**src/design/bfsa_pkg.sv**
```systemverilog
`default_nettype none
package bfsa_pkg;

  // Index width that covers the largest supported table.
  localparam int unsigned IDX_W = 10;

  localparam logic [1:0] KIND_ALLOC = 2'd0;
  localparam logic [1:0] KIND_FREE  = 2'd1;
  localparam logic [1:0] KIND_STATS = 2'd2;

  localparam logic [1:0] ST_OK       = 2'd0;
  localparam logic [1:0] ST_NO_SPACE = 2'd1;
  localparam logic [1:0] ST_BAD_ADDR = 2'd2;

  typedef enum logic [2:0] {
    S_IDLE,
    S_SCAN,
    S_EDIT,
    S_SHIFT,
    S_STAT,
    S_OUT
  } state_e;

  typedef enum logic [2:0] {
    OP_HOLD,
    OP_ROTATE,
    OP_WRITE,
    OP_INSERT,
    OP_DELETE
  } cell_op_e;

  typedef struct packed {
    logic [15:0] off;
    logic [15:0] size;
    logic        used;
  } seg_t;

  typedef struct packed {
    cell_op_e         op;
    logic [IDX_W-1:0] idx;
    seg_t             w0;
    seg_t             w1;
  } cell_ctrl_t;

endpackage
`default_nettype wire

```
**src/design/bfsa_cell.sv**
```systemverilog
`default_nettype none
module bfsa_cell import bfsa_pkg::*; #(
  parameter int unsigned IDX     = 0,
  parameter seg_t        RST_SEG = '0
) (
  input  wire        clk_i,
  input  wire        rst_ni,
  input  cell_ctrl_t ctrl_i,
  input  seg_t       prev_i,
  input  seg_t       next_i,
  output seg_t       seg_o
);

  localparam logic [IDX_W:0] MyIdx = (IDX_W + 1)'(IDX);

  seg_t           seg_q, seg_d;
  logic [IDX_W:0] idx_w, idx_p1;

  assign idx_w  = {1'b0, ctrl_i.idx};
  assign idx_p1 = idx_w + 1'b1;

  always_comb begin
    seg_d = seg_q;
    unique case (ctrl_i.op)
      OP_HOLD: ;
      OP_ROTATE: seg_d = next_i;
      OP_WRITE: begin
        if (MyIdx == idx_w) seg_d = ctrl_i.w0;
      end
      OP_INSERT: begin
        // Entries above the split move up by one to open a slot.
        if (MyIdx == idx_w) seg_d = ctrl_i.w0;
        else if (MyIdx == idx_p1) seg_d = ctrl_i.w1;
        else if (MyIdx > idx_p1) seg_d = prev_i;
      end
      OP_DELETE: begin
        if (MyIdx > idx_w) seg_d = next_i;
      end
      default: ;
    endcase
  end

  always_ff @(posedge clk_i or negedge rst_ni) begin
    if (!rst_ni) seg_q <= RST_SEG;
    else seg_q <= seg_d;
  end

  assign seg_o = seg_q;

endmodule
`default_nettype wire

```
**config.mk**
```make
export PLATFORM = sky130hd
export DESIGN_NAME = bfsa_cell
export DESIGN_NICKNAME = d
export VERILOG_FILES = /design/src/design/bfsa_pkg.sv /design/src/design/bfsa_cell.sv
export SDC_FILE = /design/constraint.sdc
export NUM_CORES = 1
export LEC_CHECK = 0
export ABC_CLOCK_PERIOD_IN_PS = 800
export BUFFER_PORTS_ARGS = -buffer_cell sky130_fd_sc_hd__clkbuf_2
export CORE_ASPECT_RATIO = 1.4
export CORE_MARGIN = 2
export CORE_UTILIZATION = 38
export CTS_CLUSTER_DIAMETER = 30
export DETAILED_ROUTE_END_ITERATION = 8
export PLACE_DENSITY = 0.85
export SYNTH_ARGS = -nofsm -noshare
export SYNTH_HDL_FRONTEND = slang
export SYNTH_SLANG_ARGS = --single-unit
```
**constraint.sdc**
```tcl
create_clock -name clk_i -period 0.8 [get_ports clk_i]
set_clock_uncertainty 0.2 [all_clocks]
set_input_delay 0.16 -clock clk_i [delete_from_list [all_inputs] [get_ports clk_i]]
set_output_delay 0.16 -clock clk_i [all_outputs]
set_load 0.005 [all_outputs]
```
==> metrics.md <==
| Metric | Value |
|---|---|
| Critical path buffers and inverters | `4` |
| Starting Density | `38.9%` |
| P per Cell Area | `1400 mW/mm^2` |
| Slew at the pin with the worst max-slew slack | `0.369 ns` |
| Clk pwr share | `21.1%` |
| Comb power frac | `39.3%` |
| Synth Register Bits | `33` |
| Final nets | `580` |
| Power share of the sequential group | `39.6%` |
| Number of global-route vias before repair | `2832` |
| Cell-internal power | `3.98 mW` |
| Largest net degree at the start of global routing | `19` |
| H-tree levels | `2` |
| Slew Viols, Final | `0` |
| Kind of start point of the critical path | `input pin` |
| Initial drt markers | `217` |
| Met2 usage | `43.0%` |
| Post-synthesis cell type count | `32` |
| GRT Residual Overflow | `0` |
| Final period util | `243%` |
| Number of remaining DRC errors | `0` |
| N_diodes | `0` |
| Total Routed Length | `8300 um` |
| Max cap viols | `0` |
| Status | `finished, violations left` |
| Critical path's most frequent cell | `buf_12` |
| Final ANT Viol Nets | `0` |
| Tmin final | `1.94 ns` |
| Hold Buf Count CTS | `1` |
| Hold crit path type | `in2reg` |
| Router iterations before antenna repair | `5` |
| P_leak | `2.22 nW` |
| Clock sink count | `33` |
| Area grow syn2layout | `61.7%` |
| Die Area | `0.00731 mm^2` |
| DIE WIDTH | `72.8 um` |
| Syn Area/Cell | `11.6 um^2` |
| Synth area leaders | `dfrtp_1 (33%), mux2_4 (18%), mux2i_1 (14%)` |
| Met1 Use GR | `22.8%` |
| Switch Pwr | `1.72 mW` |
| Core Rows | `35` |
| Top cell type by total area after synthesis | `dfrtp_1` |
| Synthesized area | `0.00252 mm^2` |
| Maximum VDD drop | `0.826 mV` |
| Via count | `2728` |
| Dpl cell area | `0.00368 mm^2` |
| WP data arrival | `1.93 ns` |
| Crit path cell chain | `clkbuf_16, inv_6, ha_4, or2b_1, a221o_1, o22ai_1, a41o_2, buf_12, buf_12, mux2i_2` |
| Max stage delay on crit path | `0.29 ns` |
| Worst hold slack | `-0.0172 ns` |
| Vert. Die Dim | `100 um` |
| Crit end category | `register` |
| Core box area | `0.00648 mm^2` |
| Design area | `0.00407 mm^2` |
| I/O Pins | `180` |
| Crit path max-delay family | `compound AO/OA/AOI/OAI gates` |
| Filler Cell Count | `520` |
| Yosys warnings | `0` |
| Gr busiest metal | `met2` |
| Hpwl dp | `6290 um` |
| Sequential cell area | `826 um^2` |
| Global-route wire length before repair | `12600 um` |
| Critical Path Fanout Max | `8` |
| M3 GR Usage | `2.61%` |
| Crit Path Class | `in2reg` |
| Sw Ratio | `30.2%` |
| Syn nets | `366` |
| RSZ-0062 raised after global routing | `yes` |
| GRT Total Usage | `22.1%` |
| CTS max path bufs | `2` |
| Register area share after synthesis | `32.8%` |
| Multi-input gate area | `0.00143 mm^2` |
| Vias per cell | `5.39` |
| GP Congestion | `0.844` |
| Final WS setup | `-1.14 ns` |
| Synth Instances | `217` |
| Pwr Total | `5.70 mW` |
| Clk Latency, worst-skew pair | `0.28 ns` |
| DR WL/cell | `16.4 um` |
| Final Hold Fails | `11` |
| TritonCTS buffer count | `5` |
| Final setup vio count | `66` |
| Synth top area share | `32.8%` |
| Fraction of layout cells with a size suffix above 1 | `63.9%` |
| Max reg flops | `33` |
| Root Buffer | `clkbuf_8` |
| Crit-path slowest cell | `a221o_1` |
| Failing checks | `negative hold slack, negative setup slack` |
| I/O Buffers | `179` |
| Register clock-pin slew on the reported worst setup and hold paths | `0.07 ns` |
| WP data required | `0.79 ns` |
| Slew margin rel. | `75.4%` |
| Fmax | `514 MHz` |
| CTS tree | `yes` |
| Initial antenna violation count | `0` |
==> Yosys cell counts (all sizes together) <==
cell type,n
a31o,1
nor2,2
nor4b,1
mux2,33
nor3,1
mux2i,34
a211oi,1
o21ai,1
nor2b,2
and4,1
nand3,1
ha,2
nand2b,3
clkbuf,3
o41ai,1
a221o,1
nor4,2
a41o,1
nand4,3
and2,1
buf,15
a222oi,33
dfrtp,33
inv,37
o22ai,1
a21oi,2
or2b,1
==> layer usage <==
layer	up-vias	share of wire [%]	wire length (um)
li1	1268	-	-
met1	1294	36	2970
met2	150	57	4710
met3	16	5.6	464
met4	0	2.0	165
met5	-	0	0
==> path summary, 6_finish.rpt <==
check | start | to | slack, ns | depth (start not counted)
worst min register to register | seg_o[5]$_DFFE_PN0P_ | seg_o[5]$_DFFE_PN0P_ | 0.32 | 2
worst max-delay path | ctrl_i[66] | seg_o[0]$_DFFE_PN0P_ | -1.14 | 10
worst max register to register | seg_o[1]$_DFFE_PN0P_ | seg_o[1]$_DFFE_PN0P_ | -0.28 | 4
max in group asynchronous | rst_ni | seg_o[8]$_DFFE_PN0P_ | 0.05 | 3
min in group asynchronous | rst_ni | seg_o[25]$_DFFE_PN0P_ | 0.20 | 3
worst min-delay path | ctrl_i[60] | seg_o[27]$_DFFE_PN0P_ | -0.02 | 3
==> worst min-delay path: stages <==
cell	delay, ns
clkbuf_2	0.08
a222oi_1	0.06
mux2i_1	0.12
==> area by class of cell <==
class,instances,share of cell area [%]
clock inverter,2,0.246
timing repair buffer,225,36.5
clock buffer,6,1.78
inverter,37,3.84
multi-input combinational,129,35.0
sequential,33,20.3
tap,74,2.27
==> timing repair <==
| item | CTS | global route |
|---|---|---|
| endpoints found under the setup margin | 66 | 66 |
| cloned | 3 | 0 |
| resized for setup | 12 | 4 |
| endpoints found under the hold margin | 55 | 3 |
| setup buffers | 12 | 7 |
| pin swaps | 10 | 2 |
==> stage by stage <==
stage / std cells / utilization, % / setup TNS, ns / worst slack (ns)
6_report: 506 / 62.9 / -47.22 / -1.14
5_1_grt: 506 / 62.9 / -50.46 / -1.20
3_5_place_dp: 475 / 56.8 / -51.00 / -1.57
2_1_floorplan: 217 / - / -38.27 / -1.17
3_3_place_gp: 475 / 56.8 / -50.01 / -1.51
4_1_cts: 499 / 61.8 / -47.06 / -1.12
==> cells in the final DEF, fill, tap and decap left out, types with 2 or more instances in the layout <==
cell,synthesis,routed
nand4_1,2,2
clkbuf_8,0,5
buf_6,7,2
buf_16,0,3
clkbuf_16,0,2
nand2b_1,3,3
inv_1,37,35
clkinv_2,0,2
dfrtp_1,33,33
buf_4,0,29
a222oi_1,33,33
mux2_4,30,30
mux2_2,3,3
buf_12,0,11
a21oi_1,2,2
mux2i_1,34,33
nor4_1,2,2
clkbuf_2,0,177
==> power groups by stage <==
stage	combinational [mW]	clock (mW)	sequential [mW]
global route	2.43	1.30	2.29
detailed placement	1.86	0	2.28
CTS	2.11	1.25	2.25
global placement	1.78	0	2.27
finish	2.24	1.20	2.26
floorplan	0.767	0	2.30
==> kinds of logic after synthesis <==
group	Yosys count	synth area share, %
DFF	33	32.8
buffers and inverters	55	11.8
adders and majority gates	2	0.993
AOI/OAI and AO/OA	42	16.2
and+or+nand+nor	18	5.46
muxes	67	32.7
Note: power is estimated with default switching activity, not from simulation.
